**src/sv/md5_pkg.sv**
```systemverilog
// Shared types, constants and round tables for the MD5 digest block.
`timescale 1ns / 1ps
package md5_pkg;
  localparam logic [31:0] INIT_A = 32'h67452301;
  localparam logic [31:0] INIT_B = 32'hefcdab89;
  localparam logic [31:0] INIT_C = 32'h98badcfe;
  localparam logic [31:0] INIT_D = 32'h10325476;
  localparam logic [7:0]  PAD_BYTE = 8'h80;
  localparam int unsigned QUEUE_DEPTH = 4;
  localparam int unsigned QUEUE_AW = 2;

  // Item as it travels from the front part to the back part.
  typedef struct packed {
    logic [7:0] msg_byte;
    logic       byte_present;
    logic       end_of_message;
  } md5_item_t;

  typedef enum logic [2:0] {
    ST_IDLE,
    ST_PAD,
    ST_ROUND,
    ST_ADD,
    ST_EMIT
  } md5_state_t;

  function automatic logic [31:0] round_const(input logic [5:0] i);
    logic [31:0] k;
    unique case (i)
      6'd0: k = 32'hd76aa478; 6'd1: k = 32'he8c7b756; 6'd2: k = 32'h242070db;
      6'd3: k = 32'hc1bdceee; 6'd4: k = 32'hf57c0faf; 6'd5: k = 32'h4787c62a;
      6'd6: k = 32'ha8304613; 6'd7: k = 32'hfd469501; 6'd8: k = 32'h698098d8;
      6'd9: k = 32'h8b44f7af; 6'd10: k = 32'hffff5bb1; 6'd11: k = 32'h895cd7be;
      6'd12: k = 32'h6b901122; 6'd13: k = 32'hfd987193; 6'd14: k = 32'ha679438e;
      6'd15: k = 32'h49b40821; 6'd16: k = 32'hf61e2562; 6'd17: k = 32'hc040b340;
      6'd18: k = 32'h265e5a51; 6'd19: k = 32'he9b6c7aa; 6'd20: k = 32'hd62f105d;
      6'd21: k = 32'h02441453; 6'd22: k = 32'hd8a1e681; 6'd23: k = 32'he7d3fbc8;
      6'd24: k = 32'h21e1cde6; 6'd25: k = 32'hc33707d6; 6'd26: k = 32'hf4d50d87;
      6'd27: k = 32'h455a14ed; 6'd28: k = 32'ha9e3e905; 6'd29: k = 32'hfcefa3f8;
      6'd30: k = 32'h676f02d9; 6'd31: k = 32'h8d2a4c8a; 6'd32: k = 32'hfffa3942;
      6'd33: k = 32'h8771f681; 6'd34: k = 32'h6d9d6122; 6'd35: k = 32'hfde5380c;
      6'd36: k = 32'ha4beea44; 6'd37: k = 32'h4bdecfa9; 6'd38: k = 32'hf6bb4b60;
      6'd39: k = 32'hbebfbc70; 6'd40: k = 32'h289b7ec6; 6'd41: k = 32'heaa127fa;
      6'd42: k = 32'hd4ef3085; 6'd43: k = 32'h04881d05; 6'd44: k = 32'hd9d4d039;
      6'd45: k = 32'he6db99e5; 6'd46: k = 32'h1fa27cf8; 6'd47: k = 32'hc4ac5665;
      6'd48: k = 32'hf4292244; 6'd49: k = 32'h432aff97; 6'd50: k = 32'hab9423a7;
      6'd51: k = 32'hfc93a039; 6'd52: k = 32'h655b59c3; 6'd53: k = 32'h8f0ccc92;
      6'd54: k = 32'hffeff47d; 6'd55: k = 32'h85845dd1; 6'd56: k = 32'h6fa87e4f;
      6'd57: k = 32'hfe2ce6e0; 6'd58: k = 32'ha3014314; 6'd59: k = 32'h4e0811a1;
      6'd60: k = 32'hf7537e82; 6'd61: k = 32'hbd3af235; 6'd62: k = 32'h2ad7d2bb;
      default: k = 32'heb86d391;
    endcase
    return k;
  endfunction

  function automatic logic [4:0] rot_amount(input logic [5:0] i);
    logic [4:0] s;
    unique case ({i[5:4], i[1:0]})
      4'd0: s = 5'd7;   4'd1: s = 5'd12;  4'd2: s = 5'd17;  4'd3: s = 5'd22;
      4'd4: s = 5'd5;   4'd5: s = 5'd9;   4'd6: s = 5'd14;  4'd7: s = 5'd20;
      4'd8: s = 5'd4;   4'd9: s = 5'd11;  4'd10: s = 5'd16; 4'd11: s = 5'd23;
      4'd12: s = 5'd6;  4'd13: s = 5'd10; 4'd14: s = 5'd15; default: s = 5'd21;
    endcase
    return s;
  endfunction

  // Message word used by round i; products are cut to 4 bits, i.e. mod 16.
  function automatic logic [3:0] word_index(input logic [5:0] i);
    logic [3:0] g;
    unique case (i[5:4])
      2'd0: g = i[3:0];
      2'd1: g = 4'(5 * i[3:0] + 1);
      2'd2: g = 4'(3 * i[3:0] + 5);
      default: g = 4'(7 * i[3:0]);
    endcase
    return g;
  endfunction
endpackage

```
**src/sv/md5_message_digest.sv**
```systemverilog
// MD5 message digest, one message byte per input item.
//
// Input channel (in_valid/in_ready): msg_byte, byte_present, end_of_message.
// Bytes pack little-endian into 64-byte blocks. Each full block is compressed
// by one round unit, followed by the chaining add.
// An item with end_of_message pads the message (0x80, zeros, 64-bit bit
// length) in a byte walk, compresses one or two final
// blocks and puts the digest on the output channel (out_valid/out_ready):
// digest_low = {h1, h0}, digest_high = {h3, h2}.
// Byte items are taken while the engine is idle; each 64th byte starts a
// block compression that holds the engine, so sustained throughput is set
// by the single round unit.
// Items with neither byte nor end mark are taken and dropped.
// A four-entry queue separates input from the engine, so input is taken
// while the engine compresses or a digest waits for out_ready, up to its depth.
// The engine holds in ST_EMIT only while an earlier digest is not yet taken.
// Reset: synchronous, loads the MD5 initial values and clears the count.
`timescale 1ns / 1ps
module md5_message_digest (
  input  logic        clk,
  input  logic        rst,
  input  logic        in_valid,
  output logic        in_ready,
  input  logic [7:0]  msg_byte,
  input  logic        byte_present,
  input  logic        end_of_message,
  output logic        out_valid,
  input  logic        out_ready,
  output logic [63:0] digest_low,
  output logic [63:0] digest_high
);
  import md5_pkg::*;

  logic      q_push, q_full, q_pop, q_empty;
  md5_item_t q_item, q_head;

  md5_front u_front (
    .rst, .in_valid, .in_ready, .msg_byte, .byte_present,
    .end_of_message, .q_push, .q_item, .q_full
  );

  md5_queue u_queue (
    .clk, .rst, .push(q_push), .push_item(q_item), .full(q_full),
    .pop(q_pop), .head_item(q_head), .empty(q_empty)
  );

  md5_engine u_engine (
    .clk, .rst, .q_empty, .q_head, .q_pop, .out_valid, .out_ready,
    .digest_low, .digest_high
  );
endmodule

```
**src/sv/md5_queue.sv**
```systemverilog
// Small FIFO between the input front end and the compression engine.
`timescale 1ns / 1ps
module md5_queue (
  input  logic             clk,
  input  logic             rst,
  input  logic             push,
  input  md5_pkg::md5_item_t push_item,
  output logic             full,
  input  logic             pop,
  output md5_pkg::md5_item_t head_item,
  output logic             empty
);
  import md5_pkg::*;

  md5_item_t       slots [QUEUE_DEPTH];
  logic [QUEUE_AW-1:0] wr_ptr;
  logic [QUEUE_AW-1:0] rd_ptr;
  logic [QUEUE_AW:0]   fill;

  assign full      = (fill == (QUEUE_AW+1)'(QUEUE_DEPTH));
  assign empty     = (fill == '0);
  assign head_item = slots[rd_ptr];

  // Pointers and fill level
  always_ff @(posedge clk) begin
    if (rst) begin
      wr_ptr <= '0;
      rd_ptr <= '0;
      fill   <= '0;
    end else begin
      if (push && !full) wr_ptr <= wr_ptr + 1'b1;
      if (pop && !empty) rd_ptr <= rd_ptr + 1'b1;
      fill <= fill + (QUEUE_AW+1)'(push && !full) - (QUEUE_AW+1)'(pop && !empty);
    end
  end

  // Storage
  always_ff @(posedge clk) begin
    if (push && !full) slots[wr_ptr] <= push_item;
  end
endmodule

```
**src/sv/md5_front.sv**
```systemverilog
// Input front end: takes items, drops idle ones, queues the rest.
`timescale 1ns / 1ps
module md5_front (
  input  logic               rst,
  input  logic               in_valid,
  output logic               in_ready,
  input  logic [7:0]         msg_byte,
  input  logic               byte_present,
  input  logic               end_of_message,
  output logic               q_push,
  output md5_pkg::md5_item_t q_item,
  input  logic               q_full
);
  import md5_pkg::*;

  logic work_item;

  // Items with neither a byte nor an end mark change nothing
  assign work_item = byte_present || end_of_message;
  assign in_ready  = !rst && !q_full;
  assign q_push    = in_valid && in_ready && work_item;
  assign q_item    = '{msg_byte: msg_byte, byte_present: byte_present,
                       end_of_message: end_of_message};
endmodule

```
**src/sv/md5_engine.sv**
```systemverilog
// Back end: block assembly, padding, 64-round compression and digest output.
`timescale 1ns / 1ps
module md5_engine (
  input  logic               clk,
  input  logic               rst,
  input  logic               q_empty,
  input  md5_pkg::md5_item_t q_head,
  output logic               q_pop,
  output logic               out_valid,
  input  logic               out_ready,
  output logic [63:0]        digest_low,
  output logic [63:0]        digest_high
);
  import md5_pkg::*;

  md5_state_t  state, state_next;
  logic [31:0] blk [16];
  logic [31:0] h0, h1, h2, h3;
  logic [31:0] a, b, c, d;
  logic [5:0]  round_index;
  logic [60:0] byte_count;
  logic [5:0]  pad_pos;
  logic        final_block;   // padding with length is in the block
  logic        finishing;     // compressing for an end mark
  logic        out_full;

  logic [5:0]  pos;
  logic        take_byte;
  logic        block_done;
  logic [31:0] f_val, sum, rot, new_b;
  logic [4:0]  sh;
  logic [63:0] bit_len;

  // Padding walk: pad_first marks the byte holding 0x80; length fits if start < 56
  logic pad_first;
  logic pad_len_fits;
  logic pad_pos_start_ok;

  assign pos      = byte_count[5:0];
  assign bit_len  = {byte_count, 3'b000};
  assign out_valid = out_full;
  assign pad_pos_start_ok = pad_len_fits;

  // Round function of the current round
  always_comb begin
    unique case (round_index[5:4])
      2'd0: f_val = (b & c) | (~b & d);
      2'd1: f_val = (d & b) | (~d & c);
      2'd2: f_val = b ^ c ^ d;
      default: f_val = c ^ (b | ~d);
    endcase
    sum   = a + f_val + round_const(round_index) + blk[word_index(round_index)];
    sh    = rot_amount(round_index);
    rot   = (sum << sh) | (sum >> (6'd32 - {1'b0, sh}));
    new_b = b + rot;
  end

  // Handshake with the queue: one item taken in idle state
  assign take_byte  = (state == ST_IDLE) && !q_empty;
  assign q_pop      = take_byte;
  assign block_done = q_head.byte_present && (pos == 6'd63);

  // Next state
  always_comb begin
    state_next = state;
    unique case (state)
      ST_IDLE: begin
        if (take_byte) begin
          if (block_done) state_next = ST_ROUND;
          else if (q_head.end_of_message) state_next = ST_PAD;
        end
      end
      ST_PAD:   if (pad_pos == 6'd63) state_next = ST_ROUND;
      ST_ROUND: if (round_index == 6'd63) state_next = ST_ADD;
      ST_ADD: begin
        if (!finishing) state_next = ST_IDLE;
        else if (final_block) state_next = ST_EMIT;
        else state_next = ST_PAD;
      end
      ST_EMIT:  if (!out_full) state_next = ST_IDLE;
      default:  state_next = ST_IDLE;
    endcase
  end

  // Control registers
  always_ff @(posedge clk) begin
    if (rst) begin
      state       <= ST_IDLE;
      round_index <= '0;
      byte_count  <= '0;
      finishing   <= 1'b0;
      final_block <= 1'b0;
      out_full    <= 1'b0;
      h0 <= INIT_A; h1 <= INIT_B; h2 <= INIT_C; h3 <= INIT_D;
    end else begin
      state <= state_next;
      if (out_full && out_ready) out_full <= 1'b0;
      unique case (state)
        ST_IDLE: begin
          if (take_byte) begin
            if (q_head.byte_present) byte_count <= byte_count + 61'd1;
            finishing <= q_head.end_of_message;
            final_block <= 1'b0;
          end
        end
        ST_PAD: begin
          if (pad_pos == 6'd63) final_block <= (pad_pos_start_ok);
        end
        ST_ROUND: round_index <= round_index + 6'd1;
        ST_ADD: begin
          h0 <= h0 + a; h1 <= h1 + b; h2 <= h2 + c; h3 <= h3 + d;
        end
        ST_EMIT: begin
          if (!out_full) begin
            out_full    <= 1'b1;
            digest_low  <= {h1, h0};
            digest_high <= {h3, h2};
            h0 <= INIT_A; h1 <= INIT_B; h2 <= INIT_C; h3 <= INIT_D;
            byte_count <= '0;
            finishing  <= 1'b0;
          end
        end
        default: ;
      endcase
    end
  end

  // Padding walk position; pad_first survives a data-only compression so a
  // message ending on a block boundary gets its 0x80 at the next block start
  always_ff @(posedge clk) begin
    if (rst) begin
      pad_first    <= 1'b0;
      pad_len_fits <= 1'b0;
      pad_pos      <= '0;
    end else if (take_byte && q_head.end_of_message) begin
      pad_pos      <= q_head.byte_present ? pos + 6'd1 : pos;
      pad_first    <= 1'b1;
      pad_len_fits <= (q_head.byte_present ? pos + 6'd1 : pos) < 6'd56
                      && !(q_head.byte_present && pos == 6'd63);
    end else if (state == ST_ADD && finishing && !final_block) begin
      // Last padding block: zeros plus length (0x80 first if pad_first is set)
      pad_pos      <= '0;
      pad_len_fits <= 1'b1;
    end else if (state == ST_PAD && pad_pos != 6'd63) begin
      pad_pos   <= pad_pos + 6'd1;
      pad_first <= 1'b0;
    end else if (state == ST_PAD) begin
      pad_first <= 1'b0;
    end
  end

  // Block words and working variables
  always_ff @(posedge clk) begin
    if (take_byte && q_head.byte_present)
      blk[pos[5:2]][8*pos[1:0] +: 8] <= q_head.msg_byte;
    if (state == ST_PAD) begin
      if (pad_len_fits && pad_pos[5:3] == 3'd7)
        blk[pad_pos[5:2]][8*pad_pos[1:0] +: 8] <=
          bit_len[8*pad_pos[2:0] +: 8];
      else
        blk[pad_pos[5:2]][8*pad_pos[1:0] +: 8] <= pad_first ? PAD_BYTE : 8'h00;
    end
    if (state_next == ST_ROUND && state != ST_ROUND) begin
      a <= h0; b <= h1; c <= h2; d <= h3;
    end else if (state == ST_ROUND) begin
      a <= d; b <= new_b; c <= b; d <= c;
    end
  end
endmodule

```
**config.mk**
```make
export PLATFORM = sky130hd
export DESIGN_NAME = md5_message_digest
export DESIGN_NICKNAME = d
export VERILOG_FILES = /design/src/sv/md5_pkg.sv /design/src/sv/md5_message_digest.sv /design/src/sv/md5_queue.sv /design/src/sv/md5_front.sv /design/src/sv/md5_engine.sv
export SDC_FILE = /design/constraint.sdc
export NUM_CORES = 2
export LEC_CHECK = 0
export ABC_AREA = 1
export BUFFER_PORTS_ARGS = -buffer_cell sky130_fd_sc_hd__buf_2
export CORE_AREA = 2 2 304 381
export CTS_BUF_LIST = sky130_fd_sc_hd__clkbuf_4
export CTS_CLUSTER_DIAMETER = 150
export CTS_CLUSTER_SIZE = 16
export DETAILED_ROUTE_END_ITERATION = 16
export DIE_AREA = 0 0 306 383
export PLACE_DENSITY = 0.81
export SKIP_CTS_REPAIR_TIMING = 1
export SLEW_MARGIN = 20
export SYNTH_ARGS = -nofsm -noshare
export SYNTH_HDL_FRONTEND = slang
export SYNTH_SLANG_ARGS = --single-unit
```
**constraint.sdc**
```tcl
create_clock -name clk -period 13.56 [get_ports clk]
set_input_delay 2.712 -clock clk [delete_from_list [all_inputs] [get_ports clk]]
set_output_delay 2.712 -clock clk [all_outputs]
set_load 0.01 [all_outputs]
```
== Word-level counts from Yosys, hierarchy flattened ==
Memories as Yosys holds them, arrays and structs flattened. A register that Yosys moved wholly into a read port is not among the register bits.
Cells that the tools add are included.
Word-level totals
  bits in latches: 0
  memories kept: 4
  output and inout bits: 130
  bits in writable memories: 552
  input bits: 14
  flip-flop bits (word level): 472
  word-level logic and storage cells: 266
  ROM bits: 2128
Memory list
  (no name shown): depth 64, bits a word 32, rd ports 1, clocked after Yosys merged registers in 1, write ports 0, line md5_pkg.sv:29  | unique case (i)
  u_engine.blk: depth 16, bits a word 32, rd ports 1, clocked after Yosys merged registers in 0, write ports 1, line md5_engine.sv:17  | logic [31:0] blk [16];
  (no name shown): depth 16, bits a word 5, rd ports 1, clocked after Yosys merged registers in 1, write ports 0, line md5_pkg.sv:58  | unique case ({i[5:4], i[1:0]})
  u_queue.slots: depth 4, bits a word 10, rd ports 1, clocked after Yosys merged registers in 1, write ports 1, line md5_queue.sv:15  | md5_item_t slots [QUEUE_DEPTH];
Cells by class
  bitwise gates (word level): 47
  equal/unequal tests: 19
  mux-type cells: 102
  order comparisons: 1
  shifts and indexed selects: 8
  divide/modulo/power cells: 0
  $mul: 3
  reduce and logical (&&, ||, !) cells: 39
  $add $sub $neg: 21
Operators with widths (count)
  $mux 32: 17
  $add 32x32->32: 8
  $pmux 32 s2: 4
  $mux 61: 3
  $and 32x32->32: 4
  $or 32x32->32: 4
  $pmux 61 s2: 1
  $shiftx 8x34->32: 3
  $pmux 32 s3: 1
  $xor 32x32->32: 3
  $neg 5->34: 2
  $shift 8x34->32 const A: 2
  $not 32->32: 2
  $shiftx 64x7->8: 1
  $add 61x1->61 const B: 1
  $mux 1: 52
  $mux 6: 6
  $or 1x1->1: 32
  $reduce_or 32->1: 1
  $shl 32x5->32: 1
  $shr 32x6->32: 1
  $mux 3: 8
  $add 6x1->6 const B: 3
  $eq 6x6->1 const B: 3
  35 further kinds: 77

== Longest topological paths before layout ==
  depth in word-level cells: 12
  mapped depth: 60

== By module ==
From an unflattened synthesis, not the netlist that was laid out.
Second synthesis, totals
  cells, all modules: 7492
  area, all modules: 62422.4 µm²
Modules (own cells, without submodules)
  md5_engine: area each 60359.1 µm², instances 1, sequential area each 27986.8 µm², cells each 7313
  md5_queue: area each 1970.6 µm², instances 1, sequential area each 1381.3 µm², cells each 165
  md5_front: area each 92.6 µm², instances 1, sequential area each 0.0 µm², cells each 14

== Worst setup path after synthesis ==
OpenSTA, ideal clock, no wires.
  path kind: input -> register
  start point: input port rst
  end point: register u_engine.digest_high[0] (enable)
  setup slack: 4297 ps
  arrival: 8646 ps
  setup time: 616 ps
  data required time: 12944 ps
  cell stages on the path: 4
  path buffers: 3
  path through: clkbuf_1 -> clkbuf_1 -> clkbuf_1 -> nor2_1
Between the ends
  longest elaborated chain between the ends: 2
RTL lines
  start: declaration: line md5_message_digest.sv:21  | input logic rst,
  $not 1->1 (no source line)
  $reduce_and 3->1 (no source line)
  end signal: assignment: line md5_engine.sv:117  | digest_high <= {h3, h2};
  end: declaration: line md5_engine.sv:12  | output logic [63:0] digest_high
Every way passes these cells.
A chain may end at the register's enable or synchronous reset.

== Worst setup path in the final report ==
  start point: register u_engine.round_index[5]
  end point: register u_engine.b[25] (data pin)
Between the ends
  longest elaborated chain between the ends: 10
  elaborated cells between the ends (all ways): 20
RTL lines
  start: declaration: line md5_engine.sv:20  | logic [5:0] round_index;
  start signal: assignment: line md5_engine.sv:109  | ST_ROUND: round_index <= round_index + 6'd1;
  $eq 2x2->1 (tied with other cells): line md5_pkg.sv:70, md5_engine.sv:46
  $pmux 32 s3: line md5_engine.sv:46  | unique case (round_index[5:4])
  $add 32x32->32 (3 in series): line md5_engine.sv:52  | sum = a + f_val + round_const(round_index) + blk[word_index(round_index)];
  $shr 32x6->32 / $shl 32x5->32 (equally long branches): line md5_engine.sv:54  | rot = (sum << sh) | (sum >> (6'd32 - {1'b0, sh}));
  $or 32x32->32: line md5_engine.sv:54
  $add 32x32->32: line md5_engine.sv:55  | new_b = b + rot;
  $mux 32: line md5_engine.sv:165  | end else if (state == ST_ROUND) begin
  $mux 32 (*): line md5_engine.sv:163  | if (state_next == ST_ROUND && state != ST_ROUND) begin
  end signal: assignment: line md5_engine.sv:164  | a <= h0; b <= h1; c <= h2; d <= h3;
  end signal: assignment: line md5_engine.sv:166  | a <= d; b <= new_b; c <= b; d <= c;
  end: declaration: line md5_engine.sv:19  | logic [31:0] a, b, c, d;
Mark *: on every way between the ends. The rest lies on a longest branch, timed or not. The select of a mux whose other input is x is not followed.

==> impl_metrics.toml <==
[routing]
drc = 0
ant_nets = 0
drt_wl_cell_um = 23.82
drt_iter0_markers = 6944
route.detailed.vias_per_inst = 6.190
routed_wl_mm = 214.2
drt_pre_antenna_iters = 9
routed-via-count = 55670

[global_routing]
global_route_wire_length_before_repair_mm = 317.4
gr-usage-met2_pct = 59.71
globalRouteTotalUtil_pct = 35.81
grt_pass1_vias = 52640
use_met1_pct = 42.18
globalRouteOverflowTotal = 0
grt.met3_usage_pct = 6.004
maximum_number_of_pins_on_one_net_before_global_route_repair = 164
grt_antenna_before_repair = 8
grt.busiest_layer = "met2"

[synth]
syn_area_mm2 = 0.06190
synth.area.top_cells = "sky130_fd_sc_hd__edfxtp_1 (39%), sky130_fd_sc_hd__nand2_1 (11%), sky130_fd_sc_hd__dfxtp_1 (8.2%), sky130_fd_sc_hd__nand3_1 (5.2%), sky130_fd_sc_hd__o21ai_0 (5.2%)"
post-synth-top-area-fraction_pct = 39.20
ys_warn_count = 0
postSynthAreaPerCell_um2 = 8.291
post_synthesis_sequential_element_count = 1063
yosysSeqAreaShare_pct = 47.44
async_set_or_reset_flop_fraction_in_the_synthesized_netlist_pct = 0
synth.largest_area_cell = "sky130_fd_sc_hd__edfxtp_1"
post_synth_num_cell_types = 67
synth_fp_nets = 7779
ys_dominant_reg_cell = "sky130_fd_sc_hd__edfxtp_1"
syn_inst = 7466
number_of_enable_type_register_cells_in_the_synthesized_netlist = 808

[clocking]
ctsLongestPathBuffers = 3
htreeDepth = 3
cts_buffers = 76
cts_root_buffer = "sky130_fd_sc_hd__clkbuf_4"
tritoncts_num_sinks = 1063
worst_setup_hold_path_clk_slew_ns = 0.18
tritoncts = "built"
worstSkewPairLatency_ns = 1.12

[sta]
timing.final.crit_period_ns = 11.09
finalCritPeriodShare_pct = 81.78
max_freq_ghz = 0.09018
final-hold-violation-count = 0
grt_setup_unrepaired = "false"
setup_viol_count_final = 0
worst_slew_pin_slew_ns = 1.183
finalWorstSetupSlack_ns = 2.471
setup_tns_final_ns = 0
maxSlewViolCount = 0
clock_skew_ns = 0.09972
slew_headroom_pct = 21.15

[run_status]
status = "finished, final reports clean"

[final_layout]
fin_nets = 7776
area_growth_from_synthesis_to_layout_pct = 5.156
drive_above_1_share_pct = 6.168
post-route-cell-area_mm2 = 0.06509
post-route-util_pct = 57.14
nFillCells = 10250

[floorplan]
floorplan.die_area_mm2 = 0.1172
effective_utilization_at_floorplan_pct = 54.34
die-width_um = 306
pin_count = 144
chipHeight_um = 383
core.rowCount = 139
fp.coreArea_mm2 = 0.1139

[pwr]
vdd.ir_drop.worst_uv = 112.0
share_seq_of_total_power_pct = 45.9
p_switching_mw = 3.238
relative_contribution_of_the_clock_network_to_total_power_pct = 17.7
power.density_cell_area_mw_per_mm2 = 127.5
fin_total_pwr_mw = 8.297
p_leak_nw = 26.04
internal-power_mw = 5.059
combinationalPowerShare_pct = 36.4
swShare_pct = 39.03

[setup_path]
criticalPathCategory = "reg2reg"
slowest_cell_delay_on_critical_path_ns = 0.92
startpoint = "u_engine.round_index[5]"
critical_path_buf_inv_count = 8
worstReg2RegStart = "u_engine.round_index[5]"
path_common_cell = "sky130_fd_sc_hd__nand2_1"
crit_slowest_cell = "sky130_fd_sc_hd__inv_6"
regToRegEndpoint = "u_engine.b[25]"
timing.critical_path.arrival_ns = 11.90
timing.critical_path.fanout_max = 133
cp_data_required_time_ns = 14.37
r2r_slack_ns = 2.47
critPathCaptureType = "flop"
cp-start-kind = "flop"
number_of_cells_on_the_worst_reg_to_reg_path = 47
worst_path_dominant_cell_family = "compound AO/OA/AOI/OAI gates"

[placement]
globalplace.congestion = 1.029
pre_cts_ws_ns = 2.820
port_buffers = 143
dpl_cell_area_mm2 = 0.06407
hpwlAfterDp_mm = 157.6

[job]
maxCapViolations = 0

[worst_hold_path]
holdPathEnd = "u_engine.state[2]"
holdCritPathClass = "reg2reg"
worst_min_delay_path_startpoint = "u_engine.finishing"
whs_path_depth = 2
-- cells by family (layout without fill, tap and decap cells) --
family / count (synthesis) / count (layout) / share of synthesized area [%]
XOR/XNOR: 89 / 89 / 1.259
flip-flops: 1063 / 1063 / 47.44
AND/OR/NAND/NOR: 3196 / 3196 / 21.82
other: 0 / 7 / 0
multiplexers: 2 / 2 / 0.03234
AO/OA/AOI/OAI: 1704 / 1704 / 15.73
adder cells (fa/ha/maj): 299 / 299 / 6.893
buffers and inverters: 1113 / 1154 / 6.818
-- cells in the mapped netlist (28+ instances only) --
cell / count
sky130_fd_sc_hd__o21a_1: 28
sky130_fd_sc_hd__a32o_1: 66
sky130_fd_sc_hd__buf_1: 37
sky130_fd_sc_hd__xor2_1: 47
sky130_fd_sc_hd__ha_1: 229
sky130_fd_sc_hd__a31oi_1: 70
sky130_fd_sc_hd__nand4_1: 39
sky130_fd_sc_hd__inv_1: 794
sky130_fd_sc_hd__a21oi_1: 613
sky130_fd_sc_hd__fa_1: 70
sky130_fd_sc_hd__xnor2_1: 42
sky130_fd_sc_hd__nand2_1: 1785
sky130_fd_sc_hd__nand3_1: 648
sky130_fd_sc_hd__nor4_1: 29
sky130_fd_sc_hd__clkbuf_1: 238
sky130_fd_sc_hd__or2_2: 34
sky130_fd_sc_hd__edfxtp_1: 808
sky130_fd_sc_hd__o22ai_1: 65
sky130_fd_sc_hd__dfxtp_1: 255
sky130_fd_sc_hd__o211ai_1: 75
sky130_fd_sc_hd__nor2_1: 501
sky130_fd_sc_hd__nor3_1: 102
sky130_fd_sc_hd__o21ai_0: 637
-- how the worst max path moves through the flow --
stage / to / slack, ns / cells past startpoint
after global placement: u_engine.b[25] / 2.94 / 47
after global routing: u_engine.b[25] / 1.73 / 49
after CTS: u_engine.b[22] / 2.76 / 48
final: u_engine.b[25] / 2.47 / 47
after detailed placement: u_engine.b[22] / 2.82 / 48
after floorplan: u_engine.digest_high[0] / 4.30 / 4
-- registers in the layout (all words and copies together) (netlist names), 32 cells and up, named ones only --
register	count
u_engine.h2	32
u_engine.a	32
u_engine.h0	32
u_engine.c	32
u_engine.digest_low	64
u_queue.slots	40
u_engine.h3	32
u_engine.b	32
u_engine.blk	512
u_engine.d	32
u_engine.digest_high	64
u_engine.byte_count	61
u_engine.h1	32
-- through the flow --
step	instances	hold WS (ns)
floorplan	7466	0.4168
global placement	8865	0.4395
detailed placement	8865	0.4572
CTS	8987	0.4337
global route	8993	0.4441
finish	8994	0.4679
-- placed cells by master, fill, tap and decap left out, types with 59 or more instances in the layout --
master,count
sky130_fd_sc_hd__a31oi_1,70
sky130_fd_sc_hd__nor3_1,101
sky130_fd_sc_hd__buf_2,142
sky130_fd_sc_hd__a21oi_1,613
sky130_fd_sc_hd__buf_4,75
sky130_fd_sc_hd__clkbuf_4,113
sky130_fd_sc_hd__o22ai_1,59
sky130_fd_sc_hd__inv_1,791
sky130_fd_sc_hd__nor2_1,498
sky130_fd_sc_hd__ha_1,229
sky130_fd_sc_hd__o211ai_1,75
sky130_fd_sc_hd__a32o_1,66
sky130_fd_sc_hd__nand3_1,646
sky130_fd_sc_hd__fa_1,70
sky130_fd_sc_hd__dfxtp_1,255
sky130_fd_sc_hd__nand2_1,1781
sky130_fd_sc_hd__edfxtp_1,808
sky130_fd_sc_hd__o21ai_0,635
-- worst register-to-register path: cells and delay by family, from the launching register on --
family,cells,cell delay (ns)
fa+ha+maj,4,1.43
simple gates,20,2.90
compound gates,14,3.59
xor+xnor,1,0.34
buf+inv,8,2.07
flops,1,0.49
-- power by group through the flow --
stage	Clock [mW]	Combinational, mW	Sequential [mW]
after floorplan	0	1.94	3.86
after global placement	0	2.91	3.88
after detailed placement	0	2.92	3.88
after CTS	1.47	2.93	3.81
after global routing	1.57	3.29	3.82
final	1.47	3.02	3.81
-- layout make-up --
class	instances	area (um2)	share of cell area, %
flip-flops and latches	1063	29370	45.12
multi-input cells	5290	28500	43.79
inverters	813	3063	4.706
well taps	1480	1852	2.845
repair buffers	219	1314	2.018
clock buffers	113	848.3	1.303
clock inverters	9	125.1	0.1922
diodes	7	17.52	0.02691
-- per-layer routing --
| layer | vias up | wire (um) |
|---|---|---|
| met2 | 3119 | 100600 |
| met3 | 719 | 19560 |
| met1 | 26140 | 76560 |
| met5 | - | 29 |
| li1 | 25680 | - |
| met4 | 4 | 17480 |
Note: power is estimated with default switching activity, not from simulation.
